**config.mk**
```make
export PLATFORM = sky130hd
export DESIGN_NAME = mt_ctrl
export DESIGN_NICKNAME = d
export VERILOG_FILES = /design/src/hdl/mt_pkg.sv /design/src/hdl/mt_ctrl.sv
export SDC_FILE = /design/constraint.sdc
export NUM_CORES = 1
export LEC_CHECK = 0
export BUFFER_PORTS_ARGS = -buffer_cell sky130_fd_sc_hd__buf_2
export CAP_MARGIN = 20
export CORE_AREA = 2 2 39 41
export DETAILED_ROUTE_END_ITERATION = 10
export DIE_AREA = 0 0 41 43
export PLACE_DENSITY = 0.58
export SETUP_SLACK_MARGIN = 0.3
export SLEW_MARGIN = 20
export SYNTH_ARGS = -nofsm -noshare
export SYNTH_HDL_FRONTEND = slang
export SYNTH_SLANG_ARGS = --single-unit
```
**constraint.sdc**
```tcl
create_clock -name i_clk -period 1.8 [get_ports i_clk]
set_input_delay 0.36 -clock i_clk [delete_from_list [all_inputs] [get_ports i_clk]]
set_output_delay 0.36 -clock i_clk [all_outputs]
set_load 0.03 [all_outputs]
```
**src/hdl/mt_pkg.sv**
```systemverilog
// Package for the MT19937 generator: state machine type, command and status
// structs, and the fixed constants of the algorithm. No dependencies.
`timescale 1ns / 1ps

package mt_pkg;

    localparam int STATE_WORDS  = 624;
    localparam int TWIST_OFFSET = 397;
    localparam int IDX_W        = $clog2(STATE_WORDS + 1);

    localparam logic [IDX_W-1:0] LAST_IDX = IDX_W'(STATE_WORDS - 1);
    localparam logic [IDX_W-1:0] POS_END  = IDX_W'(STATE_WORDS);

    localparam logic [31:0] SEED_MULT    = 32'd1812433253;
    localparam logic [31:0] DEFAULT_SEED = 32'd5489;
    localparam logic [31:0] TWIST_MATRIX = 32'h9908b0df;
    localparam logic [31:0] TEMPER_B     = 32'h9d2c5680;
    localparam logic [31:0] TEMPER_C     = 32'hefc60000;

    typedef enum logic [3:0] {
        S_INIT,
        S_SEED_MUL,
        S_SEED_ADD,
        S_IDLE,
        S_TW_PRIME,
        S_TW_READ,
        S_TW_WRITE,
        S_DRAW_READ,
        S_DRAW_LOAD
    } t_state;

    typedef struct packed {
        logic seed_start;
        logic use_default;
        logic seed_mul;
        logic seed_add;
        logic tw_prime;
        logic tw_read;
        logic tw_write;
        logic draw_read;
        logic out_load;
    } t_dp_cmd;

    typedef struct packed {
        logic idx_last;
        logic pos_end;
    } t_dp_status;

endpackage

```
**src/hdl/mt_ctrl.sv**
```systemverilog
// Controller of the MT19937 generator: sequences seeding, twisting and draws,
// and owns the input and output handshakes. Depends on mt_pkg.
`timescale 1ns / 1ps

module mt_ctrl
    import mt_pkg::*;
(
    input  logic       i_clk,
    input  logic       i_rst_n,
    input  logic       i_in_valid,
    input  logic       i_in_op,
    input  logic       i_out_ready,
    input  t_dp_status i_status,
    output logic       o_in_ready,
    output logic       o_out_valid,
    output t_dp_cmd    o_cmd
);

    t_state r_state;
    t_state n_state;
    logic   r_out_valid;
    logic   n_out_valid;
    logic   in_acc;
    logic   out_free;

    assign o_in_ready = (r_state == S_IDLE);
    assign in_acc     = i_in_valid & o_in_ready;
    assign out_free   = ~r_out_valid | i_out_ready;

    always_comb begin
        n_state = r_state;
        unique case (r_state)
            S_INIT:      n_state = S_SEED_MUL;
            S_SEED_MUL:  n_state = S_SEED_ADD;
            S_SEED_ADD:  n_state = i_status.idx_last ? S_IDLE : S_SEED_MUL;
            S_IDLE: begin
                if (in_acc) begin
                    if (i_in_op) begin
                        n_state = S_SEED_MUL;
                    end else if (i_status.pos_end) begin
                        n_state = S_TW_PRIME;
                    end else begin
                        n_state = S_DRAW_READ;
                    end
                end
            end
            S_TW_PRIME:  n_state = S_TW_READ;
            S_TW_READ:   n_state = S_TW_WRITE;
            S_TW_WRITE:  n_state = i_status.idx_last ? S_DRAW_READ : S_TW_READ;
            S_DRAW_READ: n_state = S_DRAW_LOAD;
            S_DRAW_LOAD: n_state = out_free ? S_IDLE : S_DRAW_LOAD;
            default:     n_state = S_INIT;
        endcase
    end

    always_comb begin
        o_cmd = '0;
        unique case (r_state)
            S_INIT: begin
                o_cmd.seed_start  = 1'b1;
                o_cmd.use_default = 1'b1;
            end
            S_SEED_MUL:  o_cmd.seed_mul   = 1'b1;
            S_SEED_ADD:  o_cmd.seed_add   = 1'b1;
            S_IDLE:      o_cmd.seed_start = in_acc & i_in_op;
            S_TW_PRIME:  o_cmd.tw_prime   = 1'b1;
            S_TW_READ:   o_cmd.tw_read    = 1'b1;
            S_TW_WRITE:  o_cmd.tw_write   = 1'b1;
            S_DRAW_READ: o_cmd.draw_read  = 1'b1;
            S_DRAW_LOAD: o_cmd.out_load   = out_free;
            default:     o_cmd = '0;
        endcase
    end

    always_comb begin
        if (o_cmd.out_load) begin
            n_out_valid = 1'b1;
        end else if (i_out_ready) begin
            n_out_valid = 1'b0;
        end else begin
            n_out_valid = r_out_valid;
        end
    end

    always_ff @(posedge i_clk) begin
        if (!i_rst_n) begin
            r_state     <= S_INIT;
            r_out_valid <= 1'b0;
        end else begin
            r_state     <= n_state;
            r_out_valid <= n_out_valid;
        end
    end

    assign o_out_valid = r_out_valid;

endmodule

```
# [Yosys cells after proc, flatten, opt, wreduce, memory -nomap -nowiden]
# Index checks and enable logic that the tools add are counted.
[totals] regBits=5 out_inout_bits=11
[classes] eq_ne=9 n_mux=18 n_bitwise=4 reduce_logical=2
[ops] op="case mux 4 bit (9 select lines)" n=1
[ops] op="== test 4 x 3 -> 1 bit, second input constant" n=4
[ops] op="two-way mux 1 bit" n=10
[ops] op="== test 4 x 2 -> 1 bit, second input constant" n=2
[ops] op="two-way mux 4 bit" n=2
[ops] op="two-way mux 2 bit" n=3
[ops] op="== test 4 x 1 -> 1 bit, second input constant" n=1
[ops] op="== test 4 bit, second input constant" n=1
[ops] op="logical NOT 4 bit" n=1
[ops] op="two-way mux 3 bit" n=1
[ops] op="bitwise AND 1 bit" n=2
[ops] op="inequality test 2 x 1 -> 1 bit, second input constant" n=1
[ops] op="case mux 1 bit (2 select lines)" n=1
[ops] op="nonzero test 2 bit" n=1
[ops] op="inverter 1 bit" n=1
[ops] op="bitwise OR 1 bit" n=1

# [Depth between registers and ports, before layout]
# Gate-level depths: netlist of the first run.
[logic_depth] depth_word=4 mapped_depth=5

# [Worst setup path before layout of the first run]
# Ideal clock, no wire load.
[synth_path] path_kind="reg2out" startpoint="register r_state[2]" endpoint="output o_cmd[8] (netlist bit)" t_arrival_ps=1892 t_required_ps=1440 slack_ps=-452 path_stages_with_launch=4 n_path_buf=1 cell_sequence="dfxtp_1 > buf_6 > nor4_1 > a31o_2"
[synth_rtl] item="from (decl)" line="mt_ctrl.sv:19" source="t_state r_state;"
[synth_rtl] item="from (signal assigned)" line="mt_ctrl.sv:90" source="r_state <= n_state;"
[synth_rtl] item="to (decl)" line="mt_ctrl.sv:16" source="output t_dp_cmd o_cmd"

==> insert_results.sql, run 1 <==
INSERT INTO impl_metrics (metric_group, metric, value, unit) VALUES
('global_route', 'groute.usage.overall', '0.1487', ''),
('global_route', 'grt_first_pass_wirelength', '1759', 'um'),
('routing', 'drt-met1-wl', '491', 'um'),
('timing', 'final.period_utilization', '0.9219', ''),
('synthesis', 'ffs_latches_synth', '5', ''),
('synthesis', 'async_reset_ff_frac', '0', ''),
('setup_path', 'worstPathRequired', '1.44', 'ns'),
('global_route', 'grt_overflow_total', '0', ''),
('timing', 'finalHoldViolations', '0', ''),
('routing', 'topRoutingLayerUsed', 'met4', ''),
('routing', 'drt_first_iter_violations', '14', ''),
('die', 'die_width', '41', 'um'),
('clock_tree', 'clock_tree.htree_level_count', '1', ''),
('power', 'vdd_drop_max', '0.2418', 'mV'),
('routing', 'remaining_drc_errors', '0', ''),
('clock_tree', 'cts-root-buf', 'sky130_fd_sc_hd__clkbuf_4', ''),
('power', 'finalPower', '0.4266', 'mW'),
('finish', 'area.growth.synth_to_final', '86.38', '%'),
('place', 'place_hpwl', '689', 'um'),
('synthesis', 'synthesis.instances', '53', ''),
('synthesis', 'post_synth_most_frequent_cells', 'sky130_fd_sc_hd__nand2_1, sky130_fd_sc_hd__dfxtp_1, sky130_fd_sc_hd__nor3_1', ''),
('timing', 'fin_ws', '0.1406', 'ns'),
('setup_path', 'peak_fanout_along_the_critical_path', '3', ''),
('routing', 'routed_via_density', '4.910', ''),
('timing', 'finalMaxSlewViolations', '0', ''),
('die', 'die_h', '43', 'um'),
('routing', 'met2RoutedLength', '670', 'um'),
('synthesis', 'ys_dominant_reg_cell', 'sky130_fd_sc_hd__dfxtp_1', ''),
('synthesis', 'synthMostInstantiatedCell', 'sky130_fd_sc_hd__nand2_1', ''),
('power', 'cellLeakagePower', '0.3339', 'nW'),
('finish', 'fraction_of_layout_instances_using_a_drive_strength_above_1', '0.6071', ''),
('timing', 'timing_worst_slew_pin_value', '0.2627', 'ns'),
('synthesis', 'synth_enable_flop_cells', '0', ''),
('synthesis', 'synth_area_leader_cell', 'sky130_fd_sc_hd__dfxtp_1', ''),
('clock_tree', 'worst_setup_hold_path_clk_slew', '0.04', 'ns'),
('finish', 'final_cells', '100', ''),
('synthesis', 'yosys_warnings', '0', ''),
('routing', 'ant_nets', '0', ''),
('clock_tree', 'clock_tree.buffer_depth', '2', ''),
('outcome', 'status', 'finished, final reports clean', ''),
('die', 'design.core.area', '0.001384', 'sq mm'),
('place', 'dpl.cell_count', '85', ''),
('clock_tree', 'numCtsBuffers', '3', ''),
('timing', 'min_period', '1.659', 'ns'),
('synthesis', 'synth_sequential_area_ratio', '0.2477', ''),
('setup_path', 'start_kind', 'flop', ''),
('synthesis', 'synth_cell_types', '26', ''),
('finish', 'design_area', '753.2', 'sq um'),
('finish', 'nets', '92', ''),
('setup_path', 'endpoint_kind', 'output port', ''),
('clock_tree', 'clock_insertion_delay_worst_skew', '0.24', 'ns'),
('routing', 'dr_total_vias', '491', ''),
('synthesis', 'syn_nets', '60', ''),
('die', 'fp.dieArea', '0.001763', 'sq mm'),
('timing', 'grt_setup_unrepaired', 'true', ''),
('die', 'start_util', '0.2920', ''),
('timing', 'setup_total_negative_slack', '0', 'ns'),
('clock_tree', 'cts.sink_count', '5', ''),
('timing', 'slew_headroom', '0.8236', ''),
('timing', 'clock_skew', '0.001312', 'ns'),
('routing', 'routed_wl', '1218', 'um'),
('job', 'max-cap-violations', '0', ''),
('routing', 'avgRoutedWirePerCell', '12.18', 'um'),
('timing', 'setup_viol_count_final', '0', ''),
('place', 'postPlaceCellArea', '529.3', 'sq um'),
('power', 'power.density', '566.4', 'mW/mm^2'),
('setup_path', 'timing.setup.critical_path_class', 'reg -> out', ''),
('global_route', 'largest_net_degree_at_the_start_of_global_routing', '10', ''),
('die', 'io-pin-count', '18', ''),
('setup_path', 'worst_ep_arrival_time', '1.30', 'ns'),
('place', 'gp_routability_congestion', '0.7941', '');
critical path: stages, from the launching register on:
cell and delay, ns:
sky130_fd_sc_hd__dfxtp_4 0.35, sky130_fd_sc_hd__buf_4 0.15, sky130_fd_sc_hd__nor3b_4 0.25, sky130_fd_sc_hd__a31o_4 0.19
sky130_fd_sc_hd__buf_6 0.12
layer usage:
layer,vias to the layer above,track usage
li1,244,-
met1,227,0.1613
met2,18,0.2406
met3,2,0.03141
met4,0,0.1000
met5,-,0
stage by stage:
| stage | hold WS (ns) | util |
|---|---|---|
| after global placement | 0.6039 | 0.3825 |
| final | 0.3787 | 0.5443 |
| after floorplan | 0.4777 | - |
| after global routing | 0.3726 | 0.5443 |
| after CTS | 0.3740 | 0.4873 |
| after detailed placement | 0.6002 | 0.3825 |
repair_timing:
action                     CTS  global route
pin swaps                    4             3
gates resized for setup     23            16
setup endpoints to repair    8            10
setup buffers                6             5
hold buffers                 0             0
gates cloned                 0             0
sequential cells by signal, indices dropped and copies added (netlist names):
| signal | flops |
|---|---|
| r_state | 4 |
| o_out_valid | 1 |
placed cells by master (no fill, tap or decap), drive strengths merged:
| cell type | Yosys | final |
|---|---|---|
| a21oi | 2 | 2 |
| a31o | 1 | 1 |
| a31oi | 2 | 2 |
| and2 | 1 | 1 |
| and4bb | 1 | 1 |
| buf | 5 | 32 |
| clkbuf | 0 | 4 |
| dfxtp | 5 | 5 |
| inv | 2 | 2 |
| mux2i | 1 | 1 |
| nand2 | 6 | 6 |
| nand2b | 4 | 4 |
| nand3 | 1 | 1 |
| nor2 | 4 | 4 |
| nor2b | 3 | 3 |
| nor3 | 5 | 5 |
| nor3b | 2 | 2 |
| nor4 | 1 | 1 |
| nor4b | 1 | 1 |
| o21a | 1 | 1 |
| o21ai | 5 | 5 |
where the power goes:
part / internal, mW / switching, mW / total (mW)
Sequential: 0.116 / 0.0114 / 0.127
Combinational: 0.0862 / 0.0836 / 0.170
Clock: 0.0838 / 0.0456 / 0.129
cells by family after synthesis:
kind of cell	count (synthesis)	synth area share
buf+inv	7	0.1177
simple gates	29	0.4427
flops	5	0.2477
compound gates	11	0.1672
mux	1	0.02477
area by class of cell:
cell class              count  area, sq um  share of cell area
inverters                   2        7.507            0.009967
multi-input cells          41        327.8              0.4352
flip-flops and latches      5        111.4              0.1478
clock buffers               4        26.28             0.03488
well taps                  16        20.02             0.02658
repair buffers             32        260.3              0.3455
path summary, 6_finish.rpt:
path,slack (ns),cells past startpoint,endpoint,startpoint
worst max-delay path,0.14,4,o_cmd[8],r_state[2]$_SDFFE_PN0P_
worst min register to register,0.63,2,r_state[2]$_SDFFE_PN0P_,r_state[3]$_SDFFE_PN0P_
worst min-delay path,0.38,2,o_out_valid$_SDFFE_PN0P_,i_rst_n
worst max register to register,0.49,6,r_state[2]$_SDFFE_PN0P_,r_state[2]$_SDFFE_PN0P_
Power figures use the tool's default switching activity.
==> run 2: changes to the inputs <==
--- a/config.mk
+++ b/config.mk
@@ -5,12 +5,13 @@
 export SDC_FILE = /design/constraint.sdc
 export NUM_CORES = 1
 export LEC_CHECK = 0
+export ABC_AREA = 1
 export BUFFER_PORTS_ARGS = -buffer_cell sky130_fd_sc_hd__buf_2
-export CAP_MARGIN = 20
+export CAP_MARGIN = 15
 export CORE_AREA = 2 2 39 41
 export DETAILED_ROUTE_END_ITERATION = 10
 export DIE_AREA = 0 0 41 43
-export PLACE_DENSITY = 0.58
+export PLACE_DENSITY = 0.55
 export SETUP_SLACK_MARGIN = 0.3
 export SLEW_MARGIN = 20
 export SYNTH_ARGS = -nofsm -noshare
==> run 2 against run 1 <==
Against the previous run: via count is 9.0% lower; register-to-register slack better by 0.25 ns; final cell count is 1.0% higher; critical path depth stayed put; sequential power hardly changed; clock-buffer cell count stayed put; maximum frequency is 6.4% higher; highest routed layer unchanged.
==> insert_results.sql, run 2 <==
INSERT INTO impl_metrics (metric_group, metric, value, unit) VALUES
('outcome', 'status', 'finished, final reports clean', ''),
('synthesis', 'post_synth.cell_area_avg', '5.958', 'sq um'),
('timing', 'setup_total_negative_slack', '0', 'ns'),
('clock_tree', 'clock_tree.buffer_depth', '2', ''),
('synthesis', 'async_reset_ff_frac', '0', ''),
('routing', 'dr_total_vias', '447', ''),
('synthesis', 'synthesis.instances', '63', ''),
('global_route', 'antenna_violations_before_repair', '0', ''),
('global_route', 'via_count_of_the_first_global_routing_pass', '400', ''),
('synthesis', 'synth_area_leader_cell', 'sky130_fd_sc_hd__dfxtp_1', ''),
('routing', 'drt_first_iter_violations', '7', ''),
('power', 'cellLeakagePower', '0.3306', 'nW'),
('place', 'place_hpwl', '756.9', 'um'),
('global_route', 'grt_overflow_total', '0', ''),
('timing', 'clock.fmax', '0.6412', 'GHz'),
('synthesis', 'synth_cell_types', '16', ''),
('timing', 'grt_setup_unrepaired', 'true', ''),
('synthesis', 'synth_sequential_area_ratio', '0.2667', ''),
('timing', 'min_period', '1.560', 'ns'),
('setup_path', 'critical_path.cell_chain', 'nor2_2 -> nand2_1 -> inv_1 -> buf_2', ''),
('setup_path', 'worstSetupPathDepth', '4', ''),
('power', 'finalPower', '0.3989', 'mW'),
('finish', 'top_register', 'r_state', ''),
('power', 'cell_internal_pwr', '0.2534', 'mW'),
('place', 'io_buffer_count', '17', ''),
('power', 'vdd_drop_max', '0.2867', 'mV'),
('synthesis', 'synth_enable_flop_cells', '0', ''),
('setup_path', 'endpoint_kind', 'output port', ''),
('finish', 'fraction_of_layout_instances_using_a_drive_strength_above_1', '0.4824', ''),
('die', 'die_width', '41', 'um'),
('routing', 'routed_via_density', '4.426', ''),
('finish', 'final_cell_mix', 'sky130_fd_sc_hd__nand2_1, sky130_fd_sc_hd__inv_1, sky130_fd_sc_hd__buf_4, sky130_fd_sc_hd__buf_2', ''),
('job', 'max-cap-violations', '0', ''),
('finish', 'nets', '93', ''),
('synthesis', 'cell_types_with_the_largest_area_share_after_synthesis', 'sky130_fd_sc_hd__dfxtp_1, sky130_fd_sc_hd__nand2_1, sky130_fd_sc_hd__inv_1, sky130_fd_sc_hd__nand3_1, sky130_fd_sc_hd__nor2_1', ''),
('setup_path', 'start_kind', 'flop', ''),
('synthesis', 'ffs_latches_synth', '5', ''),
('clock_tree', 'cts_tree', 'yes', ''),
('setup_path', 'peak_fanout_along_the_critical_path', '5', ''),
('timing', 'slew_headroom', '0.8697', ''),
('setup_path', 'critical_path.max_stage_delay', '0.36', 'ns'),
('routing', 'avgRoutedWirePerCell', '9.614', 'um'),
('timing', 'finalMaxSlewViolations', '0', ''),
('timing', 'final.period_utilization', '0.8664', ''),
('routing', 'remaining_drc_errors', '0', ''),
('clock_tree', 'cts.hold.buffers_added', '0', ''),
('finish', 'num-fill-cells', '146', ''),
('synthesis', 'yosys_warnings', '0', ''),
('finish', 'antenna_cells_inserted', '0', ''),
('place', 'gp_routability_congestion', '0.7500', ''),
('clock_tree', 'numCtsBuffers', '3', ''),
('min_path', 'timing.hold.worst_path_depth', '3', ''),
('power', 'power.switching', '0.1455', 'mW'),
('die', 'rows', '14', ''),
('die', 'die_h', '43', 'um'),
('place', 'dpl.cell_count', '95', ''),
('routing', 'detail_route.first_pass.iterations', '3', ''),
('power', 'pwr-share-comb', '0.346', ''),
('routing', 'routed_wl', '971', 'um'),
('min_path', 'worst_hold_path_type', 'in -> reg', ''),
('timing', 'clock_skew', '0.005610', 'ns'),
('finish', 'final_cells', '101', ''),
('finish', 'final_common_cell', 'sky130_fd_sc_hd__nand2_1', ''),
('setup_path', 'cpLargestDelayFamily', 'flip-flops', ''),
('timing', 'finalHoldWorstSlack', '0.3816', 'ns'),
('power', 'power.sequential.fraction', '0.318', ''),
('die', 'io-pin-count', '18', ''),
('die', 'design.core.area', '0.001384', 'sq mm'),
('die', 'fp.dieArea', '0.001763', 'sq mm'),
('setup_path', 'timing.setup.critical_path_class', 'reg -> out', ''),
('setup_path', 'path_buf_inv', '2', ''),
('clock_tree', 'worst_setup_hold_path_clk_slew', '0.05', 'ns'),
('routing', 'ant_nets', '0', ''),
('timing', 'finalHoldViolations', '0', ''),
('synthesis', 'syn_nets', '70', ''),
('finish', 'regArea', '112.6', 'sq um'),
('synthesis', 'synthMostInstantiatedCell', 'sky130_fd_sc_hd__nand2_1', ''),
('finish', 'design_area', '599.3', 'sq um'),
('synthesis', 'synth_top_cell_area_share', '0.2667', ''),
('synthesis', 'ys_dominant_reg_cell', 'sky130_fd_sc_hd__dfxtp_1', ''),
('power', 'net_switching_fraction_of_the_power', '0.3648', ''),
('setup_path', 'worstPathRequired', '1.44', 'ns'),
('global_route', 'largest_net_degree_at_the_start_of_global_routing', '7', ''),
('setup_path', 'worst_ep_arrival_time', '1.20', 'ns'),
('clock_tree', 'cts-root-buf', 'sky130_fd_sc_hd__clkbuf_4', ''),
('clock_tree', 'clock_insertion_delay_worst_skew', '0.25', 'ns'),
('finish', 'largest_register_ff_count', '4', ''),
('place', 'postPlaceCellArea', '486.7', 'sq um'),
('synthesis', 'syn_area', '375.4', 'sq um'),
('setup_path', 'worst_path_max_delay_cell', 'sky130_fd_sc_hd__dfxtp_4', ''),
('global_route', 'grt_first_pass_wirelength', '1428', 'um'),
('finish', 'area.growth.synth_to_final', '59.67', '%'),
('die', 'start_util', '0.2712', ''),
('setup_path', 'timing.reg2reg.worst_path_depth', '5', ''),
('timing', 'setup_viol_count_final', '0', ''),
('clock_tree', 'cts.sink_count', '5', ''),
('clock_tree', 'clock_tree.htree_level_count', '1', ''),
('timing', 'timing_worst_slew_pin_value', '0.1952', 'ns'),
('global_route', 'groute.usage.overall', '0.1226', ''),
('synthesis', 'post_synth_most_frequent_cells', 'sky130_fd_sc_hd__nand2_1, sky130_fd_sc_hd__inv_1, sky130_fd_sc_hd__nor2_1', ''),
('finish', 'area_used_by_multi_input_combinational_logic', '256.5', 'sq um'),
('power', 'power.density', '665.7', 'mW/mm^2'),
('power', 'power.share.clock', '0.337', '');
==> run 2: cell count changes after synthesis, moves of 2 or more <==
cell,before,now
sky130_fd_sc_hd__nand2_1,6,18
sky130_fd_sc_hd__inv_1,2,12
sky130_fd_sc_hd__o21ai_0,3,0
sky130_fd_sc_hd__buf_6,2,0
sky130_fd_sc_hd__nor2_1,4,8
sky130_fd_sc_hd__nand2b_1,3,0
sky130_fd_sc_hd__a31oi_1,2,0
sky130_fd_sc_hd__nor3_1,5,1
sky130_fd_sc_hd__nor2b_1,3,0
sky130_fd_sc_hd__nand3_1,1,7
sky130_fd_sc_hd__nand2_2,0,2
sky130_fd_sc_hd__buf_2,2,0
==> run 2: area by class of cell <==
class	instances	area share
multi-input combinational	44	0.4280
timing repair buffer	19	0.2171
sequential	5	0.1879
inverter	13	0.08977
clock buffer	4	0.04384
tap	16	0.03340
==> run 2: per-layer routing <==
layer | part of all wire | track usage
met5 | 0 | 0
met4 | 0.025 | 0.08000
met3 | 0.046 | 0.04712
met2 | 0.56 | 0.2031
met1 | 0.37 | 0.1161
==> run 2: kinds of logic after synthesis <==
| logic type | synth area share |
|---|---|
| AOI/OAI and AO/OA | 0.1167 |
| and+or+nand+nor | 0.4633 |
| buffers and inverters | 0.1533 |
| DFF | 0.2667 |
==> run 2: repair_timing <==
item	4_1_cts	5_1_grt
pin swaps	2	1
setup endpoints to repair	10	10
setup buffers	2	0
gates resized for setup	19	10
cloned	0	0
==> run 2: final timing paths <==
kind,startpoint,to,slack [ns]
setup reg to reg,r_state[0]$_SDFFE_PN0P_,r_state[2]$_SDFFE_PN0P_,0.74
hold reg to reg,o_out_valid$_SDFFE_PN0P_,r_state[3]$_SDFFE_PN0P_,0.49
hold / removal,i_rst_n,r_state[1]$_SDFFE_PN0P_,0.38
setup / recovery,r_state[0]$_SDFFE_PN0P_,o_cmd[7],0.24
==> run 2: power by group through the flow <==
| stage | Clock [mW] | Combinational [mW] | Sequential [mW] |
|---|---|---|---|
| 2_1_floorplan | 0 | 0.0872 | 0.127 |
| 3_3_place_gp | 0 | 0.116 | 0.129 |
| 3_5_place_dp | 0 | 0.117 | 0.129 |
| 4_1_cts | 0.139 | 0.135 | 0.125 |
| 5_1_grt | 0.145 | 0.150 | 0.128 |
| 6_report | 0.134 | 0.138 | 0.127 |
==> run 2: per-stage QoR <==
stage            util  setup WS, ns
5_1_grt        0.4331        0.1819
3_3_place_gp   0.3517        0.3540
4_1_cts        0.4141        0.2137
2_1_floorplan       -        0.4175
6_report       0.4331        0.2404
3_5_place_dp   0.3517        0.3068
==> run 2: worst min-delay path: stages <==
cell and delay [ns]:
sky130_fd_sc_hd__buf_2 0.09, sky130_fd_sc_hd__nand3_1 0.09, sky130_fd_sc_hd__nand2_1 0.07
==> run 3: changes to the inputs <==
--- a/config.mk
+++ b/config.mk
@@ -5,13 +5,14 @@
 export SDC_FILE = /design/constraint.sdc
 export NUM_CORES = 1
 export LEC_CHECK = 0
-export ABC_AREA = 1
 export BUFFER_PORTS_ARGS = -buffer_cell sky130_fd_sc_hd__buf_2
 export CAP_MARGIN = 15
+export CELL_PAD_IN_SITES_DETAIL_PLACEMENT = 1
+export CELL_PAD_IN_SITES_GLOBAL_PLACEMENT = 1
 export CORE_AREA = 2 2 39 41
 export DETAILED_ROUTE_END_ITERATION = 10
 export DIE_AREA = 0 0 41 43
-export PLACE_DENSITY = 0.55
+export PLACE_DENSITY = 0.77
 export SETUP_SLACK_MARGIN = 0.3
 export SLEW_MARGIN = 20
 export SYNTH_ARGS = -nofsm -noshare
==> run 3 against run 2 <==
Against the previous run: flip-flop and latch count unchanged; sequential power barely moved; setup slack worse by 0.099 ns; first-iteration DRC count shrank 100%; register-to-register slack got worse by 0.24 ns; die area did not move; final cell count fell by 8.9%; largest power group unchanged.
==> insert_results.sql, run 3 (synthesized netlist as in run 1, its figures left out) <==
INSERT INTO impl_metrics (metric_group, metric, value, unit) VALUES
('outcome', 'status', 'finished, final reports clean', ''),
('clock_tree', 'clock_tree.buffer_depth', '2', ''),
('global_route', 'groute.usage.overall', '0.1548', ''),
('timing', 'clock_skew', '0.005702', 'ns'),
('routing', 'dr_total_vias', '458', ''),
('routing', 'avgRoutedWirePerCell', '13.22', 'um'),
('die', 'io-pin-count', '18', ''),
('setup_path', 'worst_path_max_delay_cell', 'sky130_fd_sc_hd__dfxtp_1', ''),
('setup_path', 'endpoint_kind', 'output port', ''),
('global_route', 'via_count_of_the_first_global_routing_pass', '462', ''),
('setup_path', 'timing.setup.critical_path_class', 'reg -> out', ''),
('finish', 'fraction_of_layout_instances_using_a_drive_strength_above_1', '0.5395', ''),
('place', 'place_hpwl', '844.2', 'um'),
('clock_tree', 'worst_setup_hold_path_clk_slew', '0.05', 'ns'),
('global_route', 'grt_overflow_total', '0', ''),
('timing', 'finalMaxSlewViolations', '0', ''),
('setup_path', 'worst_ep_arrival_time', '1.30', 'ns'),
('die', 'fp.dieArea', '0.001763', 'sq mm'),
('clock_tree', 'cts_tree', 'yes', ''),
('timing', 'slew_headroom', '0.8247', ''),
('global_route', 'grt_first_pass_wirelength', '1842', 'um'),
('setup_path', 'path_buf_inv', '1', ''),
('clock_tree', 'cts-root-buf', 'sky130_fd_sc_hd__clkbuf_4', ''),
('die', 'rows', '14', ''),
('timing', 'final.period_utilization', '0.9216', ''),
('power', 'cellLeakagePower', '0.2860', 'nW'),
('timing', 'clock.fmax', '0.6028', 'GHz'),
('finish', 'top_register', 'r_state', ''),
('place', 'io_buffer_count', '17', ''),
('die', 'die_width', '41', 'um'),
('die', 'start_util', '0.2920', ''),
('setup_path', 'worstPathRequired', '1.44', 'ns'),
('power', 'vdd_drop_max', '0.2539', 'mV'),
('routing', 'detail_route.first_pass.iterations', '1', ''),
('finish', 'area.growth.synth_to_final', '65.02', '%'),
('setup_path', 'critical_path.max_stage_delay', '0.30', 'ns'),
('setup_path', 'start_kind', 'flop', ''),
('setup_path', 'cpLargestDelayFamily', 'simple AND/OR/NAND/NOR gates', ''),
('power', 'finalPower', '0.4121', 'mW'),
('clock_tree', 'cts.sink_count', '5', ''),
('place', 'gp_routability_congestion', '0.7119', ''),
('timing', 'setup_viol_count_final', '0', ''),
('setup_path', 'peak_fanout_along_the_critical_path', '4', ''),
('routing', 'remaining_drc_errors', '0', ''),
('finish', 'largest_register_ff_count', '4', ''),
('clock_tree', 'cts.hold.buffers_added', '0', ''),
('routing', 'drt_first_iter_violations', '0', ''),
('finish', 'final_common_cell', 'sky130_fd_sc_hd__buf_2', ''),
('finish', 'final_cell_mix', 'sky130_fd_sc_hd__buf_2, sky130_fd_sc_hd__buf_6, sky130_fd_sc_hd__buf_4, sky130_fd_sc_hd__nand2_1, sky130_fd_sc_hd__nor3_1', ''),
('clock_tree', 'clock_tree.htree_level_count', '1', ''),
('clock_tree', 'numCtsBuffers', '3', ''),
('finish', 'final_cells', '92', ''),
('timing', 'finalHoldWorstSlack', '0.3843', 'ns'),
('timing', 'timing_worst_slew_pin_value', '0.2602', 'ns'),
('finish', 'num-fill-cells', '175', ''),
('timing', 'finalHoldViolations', '0', ''),
('min_path', 'worst_hold_path_type', 'in -> reg', ''),
('power', 'power.density', '617.9', 'mW/mm^2'),
('place', 'dpl.cell_count', '85', ''),
('timing', 'setup_total_negative_slack', '0', 'ns'),
('routing', 'ant_nets', '0', ''),
('die', 'die_h', '43', 'um'),
('routing', 'routed_via_density', '4.978', ''),
('timing', 'min_period', '1.659', 'ns'),
('finish', 'antenna_cells_inserted', '0', ''),
('timing', 'grt_setup_unrepaired', 'true', ''),
('clock_tree', 'clock_insertion_delay_worst_skew', '0.25', 'ns'),
('job', 'max-cap-violations', '0', ''),
('die', 'design.core.area', '0.001384', 'sq mm'),
('routing', 'routed_wl', '1216', 'um'),
('finish', 'nets', '84', ''),
('global_route', 'antenna_violations_before_repair', '0', ''),
('setup_path', 'critical_path.cell_chain', 'nand2b_4 -> nor3b_4 -> a31o_4 -> buf_6', ''),
('global_route', 'largest_net_degree_at_the_start_of_global_routing', '10', '');
[run 3: cell types whose count changed in the layout (fill, tap and decap cells not counted), moves of 4 or more]
cell                      delta
sky130_fd_sc_hd__nand2_1    -10
sky130_fd_sc_hd__inv_1       -9
sky130_fd_sc_hd__buf_6       +5
sky130_fd_sc_hd__nand3_1     -5
sky130_fd_sc_hd__nor3_1      +4
[run 3: timing repair]
item / 4_1_cts / 5_1_grt
hold endpoints to repair: 0 / 0
buffers inserted: 2 / 1
setup endpoints to repair: 9 / 9
pin swaps: 2 / 4
gates resized for setup: 16 / 13
[run 3: cell type report]
| class | instances | area (sq um) | area share |
|---|---|---|---|
| flip-flops and latches | 5 | 111.4 | 0.1670 |
| multi-input cells | 41 | 310.3 | 0.4653 |
| inverters | 2 | 7.507 | 0.01126 |
| repair buffers | 24 | 191.4 | 0.2871 |
| well taps | 16 | 20.02 | 0.03002 |
| clock buffers | 4 | 26.28 | 0.03940 |
[run 3: report_power, final]
group	internal [mW]	switching (mW)	total (mW)
clock network	0.0840	0.0493	0.133
registers	0.116	0.0119	0.128
logic	0.0735	0.0775	0.151
total	0.273	0.139	0.412
[run 3: path summary, 6_finish.rpt]
path / start / slack (ns) / endpoint / cells past startpoint
max: r_state[3]$_SDFFE_PN0P_ / 0.14 / o_cmd[8] / 4
max reg2reg: r_state[2]$_SDFFE_PN0P_ / 0.50 / r_state[0]$_SDFFE_PN0P_ / 6
min reg2reg: r_state[3]$_SDFFE_PN0P_ / 0.61 / r_state[2]$_SDFFE_PN0P_ / 2
min: i_rst_n / 0.38 / o_out_valid$_SDFFE_PN0P_ / 2
[run 3: worst reg2reg max path: stages (launching register included)]
cell and delay (ns):
sky130_fd_sc_hd__dfxtp_4 0.37, sky130_fd_sc_hd__buf_8 0.14, sky130_fd_sc_hd__buf_4 0.14, sky130_fd_sc_hd__nand2b_1 0.13, sky130_fd_sc_hd__o21ai_0 0.15, sky130_fd_sc_hd__nand2_1 0.09
sky130_fd_sc_hd__a31oi_1 0.18
[run 3: per-layer routing]
metal,routed length [um],GRT usage,vias to the layer above,part of all wire
met4,8,0.05333,0,0.0066
li1,-,-,228,-
met3,44,0.06806,2,0.036
met1,475,0.1613,217,0.39
met2,688,0.2594,11,0.57
met5,0,0,-,0
[run 3: per-stage QoR]
step                      instance area, sq um  setup slack, ns  utilization
final                                    666.9           0.1411       0.4819
after global routing                     666.9          0.07420       0.4819
after CTS                                613.1           0.1584       0.4430
after detailed placement                 529.3           0.2650       0.3825
after global placement                   529.3           0.2967       0.3825
after floorplan                          434.2           0.1595            -
